<file path="src/rtl/uer_pkg.sv">
// Shared types and constants for the ultrasonic echo ranger.
// Used by the trigger sequencer, the echo timer and the top level.
`timescale 1ns / 1ps

package uer_pkg;

	localparam int unsigned CFG_INDEX_W = 2;
	localparam int unsigned CFG_DATA_W  = 16;
	localparam int unsigned CM_W        = 10;
	localparam int unsigned TIMEOUT_W   = 16;
	localparam int unsigned REM_W       = 6;
	localparam int unsigned TRIG_CNT_W  = 4;

	localparam logic [CFG_INDEX_W-1:0] REG_MIN_CM  = 2'd0;
	localparam logic [CFG_INDEX_W-1:0] REG_MAX_CM  = 2'd1;
	localparam logic [CFG_INDEX_W-1:0] REG_TIMEOUT = 2'd2;

	localparam logic [CM_W-1:0]      MIN_CM_RESET  = 10'd2;
	localparam logic [CM_W-1:0]      MAX_CM_RESET  = 10'd400;
	localparam logic [TIMEOUT_W-1:0] TIMEOUT_RESET = 16'd30000;

	localparam logic [REM_W-1:0]      CM_DIVISOR      = 6'd58;
	localparam logic [TRIG_CNT_W-1:0] TRIG_LOW_TICKS  = 4'd2;
	localparam logic [TRIG_CNT_W-1:0] TRIG_HIGH_TICKS = 4'd10;

	typedef enum logic [1:0] {
		TRIG_IDLE = 2'd0,
		TRIG_LOW  = 2'd1,
		TRIG_HIGH = 2'd2
	} trig_phase_t;

	typedef struct packed {
		logic [CM_W-1:0]      min_cm;
		logic [CM_W-1:0]      max_cm;
		logic [TIMEOUT_W-1:0] timeout;
	} cfg_t;

	typedef struct packed {
		logic            distance_valid;
		logic [CM_W-1:0] distance_cm;
		logic            timed_out;
	} range_result_t;

endpackage

</file>
<file path="src/rtl/uer_trigger.sv">
// Trigger pulse sequencer: low for two ticks, then high for ten ticks.
// Depends on uer_pkg for the phase type and tick constants.
`timescale 1ns / 1ps

module uer_trigger import uer_pkg::*; (
	input  logic clk,
	input  logic arst_n,
	input  logic tick,
	input  logic start_request,
	output logic trigger_level
);

	trig_phase_t            phase_q, phase_d;
	logic [TRIG_CNT_W-1:0]  ticks_q, ticks_d;
	logic [TRIG_CNT_W-1:0]  ticks_inc;

	assign ticks_inc = ticks_q + 1'b1;

	always_comb begin
		phase_d       = phase_q;
		ticks_d       = ticks_q;
		trigger_level = 1'b0;
		unique case (phase_q)
			TRIG_LOW: begin
				if (ticks_inc >= TRIG_LOW_TICKS) begin
					phase_d = TRIG_HIGH;
					ticks_d = '0;
				end else begin
					ticks_d = ticks_inc;
				end
			end
			TRIG_HIGH: begin
				trigger_level = 1'b1;
				if (ticks_inc >= TRIG_HIGH_TICKS) begin
					phase_d = TRIG_IDLE;
					ticks_d = '0;
				end else begin
					ticks_d = ticks_inc;
				end
			end
			default: begin
				// A start takes its first low tick at once.
				phase_d = TRIG_IDLE;
				ticks_d = '0;
				if (start_request) begin
					phase_d = TRIG_LOW;
					ticks_d = 4'd1;
				end
			end
		endcase
	end

	always_ff @(posedge clk or negedge arst_n) begin
		if (!arst_n) begin
			phase_q <= TRIG_IDLE;
			ticks_q <= '0;
		end else if (tick) begin
			phase_q <= phase_d;
			ticks_q <= ticks_d;
		end
	end

endmodule

</file>
<file path="src/rtl/uer_echo_timer.sv">
// Echo pulse timer with a running centimetre quotient, clamp and timeout.
// Depends on uer_pkg for the configuration and result structs.
`timescale 1ns / 1ps

module uer_echo_timer import uer_pkg::*; #(
	parameter int unsigned COUNT_WIDTH = 16
) (
	input  logic          clk,
	input  logic          arst_n,
	input  logic          tick,
	input  logic          echo_level,
	input  cfg_t          cfg,
	output range_result_t result
);

	localparam int unsigned QUOT_W = COUNT_WIDTH - 5;
	localparam int unsigned CMP_W  = (QUOT_W > CM_W) ? QUOT_W : CM_W;
	localparam int unsigned TMO_W  = (COUNT_WIDTH > TIMEOUT_W) ? COUNT_WIDTH : TIMEOUT_W;
	localparam logic [COUNT_WIDTH-1:0] COUNT_MAX = '1;

	logic                   echo_prev_q;
	logic                   waiting_q, waiting_d;
	logic [COUNT_WIDTH-1:0] pulse_q, pulse_d;
	logic [QUOT_W-1:0]      quot_q, quot_d;
	logic [REM_W-1:0]       rem_q, rem_d;
	logic                   rise, fall;
	logic [CMP_W-1:0]       cm_low, cm_clamped;

	assign rise = echo_level & ~echo_prev_q;
	assign fall = ~echo_level & echo_prev_q;

	// The quotient and remainder track pulse / 58 as the pulse count steps by one.
	always_comb begin
		waiting_d = waiting_q;
		pulse_d   = pulse_q;
		quot_d    = quot_q;
		rem_d     = rem_q;
		result    = '0;
		if (rise) begin
			waiting_d = 1'b1;
			pulse_d   = '0;
			quot_d    = '0;
			rem_d     = '0;
		end else if (waiting_q) begin
			if (pulse_q != COUNT_MAX) begin
				pulse_d = pulse_q + 1'b1;
				if (rem_q == CM_DIVISOR - 1'b1) begin
					rem_d  = '0;
					quot_d = quot_q + 1'b1;
				end else begin
					rem_d = rem_q + 1'b1;
				end
			end
			if (fall) begin
				waiting_d             = 1'b0;
				result.distance_valid = 1'b1;
				result.distance_cm    = cm_clamped[CM_W-1:0];
			end else if (TMO_W'(pulse_d) > TMO_W'(cfg.timeout)) begin
				waiting_d             = 1'b0;
				result.distance_valid = 1'b1;
				result.distance_cm    = cfg.max_cm;
				result.timed_out      = 1'b1;
			end
		end
	end

	always_comb begin
		cm_low     = (CMP_W'(quot_d) < CMP_W'(cfg.min_cm)) ? CMP_W'(cfg.min_cm) : CMP_W'(quot_d);
		cm_clamped = (cm_low > CMP_W'(cfg.max_cm)) ? CMP_W'(cfg.max_cm) : cm_low;
	end

	always_ff @(posedge clk or negedge arst_n) begin
		if (!arst_n) begin
			echo_prev_q <= 1'b0;
			waiting_q   <= 1'b0;
			pulse_q     <= '0;
			quot_q      <= '0;
			rem_q       <= '0;
		end else if (tick) begin
			echo_prev_q <= echo_level;
			waiting_q   <= waiting_d;
			pulse_q     <= pulse_d;
			quot_q      <= quot_d;
			rem_q       <= rem_d;
		end
	end

endmodule

</file>
<file path="src/rtl/ultrasonic_echo_ranger_top.sv">
// Ultrasonic echo ranger: one request per microsecond tick, one result per request.
// The result of an accepted request is registered in the output register.
// One request per cycle unless stalled; the output register holds a result while stalled.
// Asynchronous active-low reset clears the trigger sequencer, the echo timer and the
// output valid, and loads the registers with min 2 cm, max 400 cm and a 30000-tick timeout.
`timescale 1ns / 1ps

module ultrasonic_echo_ranger_top import uer_pkg::*; #(
	parameter int unsigned COUNT_WIDTH = 16
) (
	input  logic                   clk,
	input  logic                   arst_n,
	input  logic                   s_tvalid,
	output logic                   s_tready,
	input  logic [7:0]             s_tdata,   // echo_level, start_request
	output logic                   m_tvalid,
	input  logic                   m_tready,
	output logic [15:0]            m_tdata,   // trigger_level, distance_cm
	output logic [1:0]             m_tuser,   // distance_valid, timed_out
	input  logic                   cfg_valid,
	output logic                   cfg_ready,
	input  logic [CFG_INDEX_W-1:0] cfg_index,
	input  logic [CFG_DATA_W-1:0]  cfg_data
);

	cfg_t          cfg_q;
	logic          accept;
	logic          trigger_level;
	range_result_t result;
	logic          m_tvalid_q;
	logic          trigger_q;
	range_result_t result_q;

	assign cfg_ready = 1'b1;
	assign s_tready  = ~m_tvalid_q | m_tready;
	assign accept    = s_tvalid & s_tready;

	always_ff @(posedge clk or negedge arst_n) begin
		if (!arst_n) begin
			cfg_q.min_cm  <= MIN_CM_RESET;
			cfg_q.max_cm  <= MAX_CM_RESET;
			cfg_q.timeout <= TIMEOUT_RESET;
		end else if (cfg_valid) begin
			unique case (cfg_index)
				REG_MIN_CM:  cfg_q.min_cm  <= cfg_data[CM_W-1:0];
				REG_MAX_CM:  cfg_q.max_cm  <= cfg_data[CM_W-1:0];
				REG_TIMEOUT: cfg_q.timeout <= cfg_data[TIMEOUT_W-1:0];
				default: ;
			endcase
		end
	end

	uer_trigger u_trigger (
		.clk           (clk),
		.arst_n        (arst_n),
		.tick          (accept),
		.start_request (s_tdata[1]),
		.trigger_level (trigger_level)
	);

	uer_echo_timer #(
		.COUNT_WIDTH (COUNT_WIDTH)
	) u_echo_timer (
		.clk        (clk),
		.arst_n     (arst_n),
		.tick       (accept),
		.echo_level (s_tdata[0]),
		.cfg        (cfg_q),
		.result     (result)
	);

	always_ff @(posedge clk or negedge arst_n) begin
		if (!arst_n) begin
			m_tvalid_q <= 1'b0;
		end else if (accept) begin
			m_tvalid_q <= 1'b1;
		end else if (m_tready) begin
			m_tvalid_q <= 1'b0;
		end
	end

	always_ff @(posedge clk) begin
		if (accept) begin
			trigger_q <= trigger_level;
			result_q  <= result;
		end
	end

	assign m_tvalid = m_tvalid_q;
	assign m_tdata  = {5'd0, result_q.distance_cm, trigger_q};
	assign m_tuser  = {result_q.timed_out, result_q.distance_valid};

endmodule
</file>
<file path="config.mk">
export PLATFORM = sky130hd
export DESIGN_NAME = ultrasonic_echo_ranger_top
export DESIGN_NICKNAME = d
export VERILOG_FILES = /design/src/rtl/uer_pkg.sv /design/src/rtl/uer_trigger.sv /design/src/rtl/uer_echo_timer.sv /design/src/rtl/ultrasonic_echo_ranger_top.sv
export SDC_FILE = /design/constraint.sdc
export NUM_CORES = 1
export LEC_CHECK = 0
export ABC_AREA = 1
export CAP_MARGIN = 20
export CORE_UTILIZATION = 25
export CTS_CLUSTER_DIAMETER = 120
export DETAILED_ROUTE_END_ITERATION = 10
export DONT_BUFFER_PORTS = 1
export PLACE_DENSITY = 0.5
export SLEW_MARGIN = 20
export SYNTH_ARGS = -nofsm -noshare
export SYNTH_HDL_FRONTEND = slang
export SYNTH_HIERARCHICAL = 1
export SYNTH_SLANG_ARGS = --single-unit
</file>
<file path="constraint.sdc">
create_clock -name clk -period 4.2 [get_ports clk]
set_input_delay 0.42 -clock clk [delete_from_list [all_inputs] [get_ports clk]]
set_output_delay 0.42 -clock clk [all_outputs]
set_load 0.05 [all_outputs]
</file>
==> flow_summary.ini <==
[clocking]
cts_buffers = 9
path_clk_slew_ns = 0.07
cts_tree = yes
clock_latency_ns = 0.36
h-tree-depth = 3
clk_root_buffer_cell = clkbuf_16
cts_max_path_buffers = 2
cts_sinks = 91

[grt]
globalRouteTotalUtil = 0.137
grt_pass1_vias = 5032
grt_pass1_wl_um = 26100
grt_antenna_before_repair = 0
grt_start_max_net_pins = 79
grt_overflow = 0

[synth]
ys_async_sr_fraction = 0.857
synth.avg_cell_area_um2 = 7.88
synth_area_leaders = dfrtp_1, nand2_1, ha_1
synth_top_area_frac = 0.281
synth.distinct_cells = 46
ys_warn_count = 6
synth_enable_flop_cells = 13
yosys.area.top_type = dfrtp_1
synthesis.area_um2 = 5970
ys_seq_area_frac = 0.395
yosysMostFrequentCell = nand2_1
netlist_top_cells_count = nand2_1, inv_1, dfrtp_1, nand4_1, nand3_1
synth-seq-cells = 91
synth_ff_type = dfrtp_1
synthCells = 758

[detailed_routing]
wl_met3_um = 514
highest_layer = met4
vias = 5197
dr_wl_met2_um = 7010
postRouteWirelength_um = 15800
drt_first_pass_iters = 5
viasPerCell = 4.43
drt_iter0_drc = 248
drc = 0
wl_met1_um = 7970
ant_nets = 0
routedWlPerCell_um = 13.4

[worst_setup_path]
cpMostUsedCell = nor2_4
crit_start = u_echo_timer/rem_q[1]
crit_type = flip-flop to flip-flop
r2r-end = m_tdata[1]
r2r_start = u_echo_timer/rem_q[1]
critPathMaxStageDelay_ns = 0.38
endpoint = m_tdata[1]
cp_slowest_cell = dfrtp_1
r2r_slack_ns = -0.20
cp.arrival_ns = 4.50
start_kind = flip-flop
r2r_cells = 34
cp_max_fo = 8
crit_required_ns = 4.31
critPathCaptureType = flip-flop

[status]
failed_checks = setup timing
status = finished with violations

[power_and_ir_drop]
ir_drop_mv = 0.208
p_leak_nw = 3.64
p_per_area_nw_per_um2 = 400

[floorplanning]
initial_core_util = 0.254
die_h_um = 157
boundaryPins = 52
die_area_um2 = 24500
dieWidth_um = 157
num_rows = 56
core-area_um2 = 23500

[flow_run]
maxCapViolCount = 0

[timing]
fin_skew_ns = 0.0117
slew_headroom = 0.493
hold_viol = 0
finalSetupViolCount = 10
rsz0062_at_grt = yes
fmax_mhz = 227
worst_pin_slew_ns = 0.757
finalCritPeriodShare = 1.05
layout_setup_ws_ns = -0.198
period_needed_ns = 4.40
holdWs_ns = 0.174
drv_slew = 0

[placement]
place.gp.congestion = 0.761
io_buffers = 0
dp_hpwl_um = 11700

[final_layout]
fin_util = 0.326
n_antenna_cell = 0
synthToLayoutAreaGrowth_pct = 28.1
fin_nets = 920
drive_above_1_share = 0.266

[min_path]
hold_path.class = input port to flip-flop
==> how the worst min path moves through the flow <==
stage,start,endpoint,slack [ns],depth (start not counted)
after CTS,cfg_index[1],cfg_q[14],0.17,2
after global routing,cfg_index[1],cfg_q[10],0.17,2
final,cfg_index[1],cfg_q[14],0.17,2
after global placement,arst_n,m_tvalid,0.13,0
after floorplan,arst_n,cfg_q[0],0.12,0
after detailed placement,arst_n,m_tvalid,0.13,0
==> per-layer routing <==
metal  vias to the layer above  GRT usage
li1                       2690          -
met3                        12     0.0255
met5                         -          0
met2                        77      0.210
met1                      2418      0.194
met4                         0     0.0444
==> state kept, by name, summed over array words and instances, names as in the netlist <==
register	count
trigger_q	1
u_echo_timer/rem_q	6
u_echo_timer/waiting_q	1
u_echo_timer/pulse_q	16
m_tuser	2
cfg_q	36
u_echo_timer/echo_prev_q	1
u_echo_timer/quot_q	11
u_trigger/phase_q	2
m_tvalid	1
m_tdata	10
u_trigger/ticks_q	4
==> kinds of logic (layout without fill, tap and decap cells) <==
logic type | after synthesis | in the layout | share of synthesized area
and+or+nand+nor | 377 | 377 | 0.312
buffers and inverters | 139 | 231 | 0.0987
AOI/OAI and AO/OA | 100 | 100 | 0.0964
DFF | 91 | 91 | 0.395
adders and majority gates | 40 | 40 | 0.0838
xor gates and xnor gates | 9 | 9 | 0.0132
other | 2 | 6 | 0.00126
==> critical path, delay by kind of cell, from the launching register on <==
family | cells | cell delay [ns]
fa+ha+maj | 3 | 0.75
simple gates | 17 | 1.64
buf+inv | 7 | 0.76
flops | 1 | 0.38
compound gates | 7 | 0.61
==> power breakdown <==
group	switching (W)	internal [W]	leakage, nW
combinational	0.000569	0.000419	2.36
sequential	0.000134	0.00103	1.12
clock	0.000376	0.000528	0.162
total	0.00108	0.00198	3.64
==> timing repair <==
action,4_1_cts,5_1_grt
hold endpoints to repair,78,0
hold buffers,2,0
buffers inserted,13,2
pin swaps,28,10
cloned,1,0
gates resized for setup,57,3
setup endpoints to repair,10,10
==> through the flow <==
stage                     total power, W  area, um^2  setup TNS [ns]  setup slack (ns)  cells
after detailed placement         0.00203        6900           -3.12            -0.346   1139
after global placement           0.00202        6900           -3.22            -0.353   1139
after CTS                        0.00309        7620           -1.33            -0.159   1171
after global routing             0.00327        7640           -5.25            -0.553   1173
final                            0.00306        7640           -1.51            -0.198   1173
after floorplan                  0.00176        6030           -1.34            -0.185    762
==> layout make-up <==
| type | count | area (um^2) |
|---|---|---|
| multi-input cells | 532 | 3330 |
| well taps | 319 | 399 |
| inverters | 113 | 427 |
| fillers | 2534 | 15800 |
| repair inverters | 1 | 7.51 |
| flip-flops and latches | 91 | 2360 |
| clock buffers | 9 | 225 |
| repair buffers | 101 | 803 |
| clock inverters | 7 | 98.8 |
==> layout by cell type (no fill, tap or decap), types with 3 or more instances in the layout <==
| cell type | synthesis | routed |
|---|---|---|
| nand3_2 | 7 | 15 |
| buf_6 | 2 | 6 |
| a21oi_2 | 5 | 6 |
| nand2_2 | 20 | 25 |
| a21oi_4 | 0 | 3 |
| ha_4 | 0 | 6 |
| nor2_1 | 37 | 29 |
| dfrtp_1 | 67 | 67 |
| buf_4 | 11 | 93 |
| inv_2 | 3 | 6 |
| inv_1 | 110 | 106 |
| nand2_1 | 182 | 172 |
| nand4_1 | 52 | 52 |
| o21ai_1 | 9 | 11 |
| o21ai_0 | 38 | 35 |
| nand3_4 | 3 | 4 |
| ha_1 | 40 | 32 |
| dfstp_2 | 11 | 11 |
| o21ai_2 | 3 | 3 |
| conb_1 | 2 | 6 |
| a21oi_1 | 26 | 22 |
| nor2_4 | 3 | 8 |
| clkbuf_16 | 0 | 9 |
| nand2_4 | 2 | 7 |
| nor3_1 | 8 | 8 |
| o22ai_1 | 8 | 8 |
| xor2_1 | 9 | 9 |
| nor2_2 | 4 | 7 |
| nand3_1 | 46 | 37 |
| edfxtp_1 | 13 | 13 |
(Power assumes the default switching activity.)
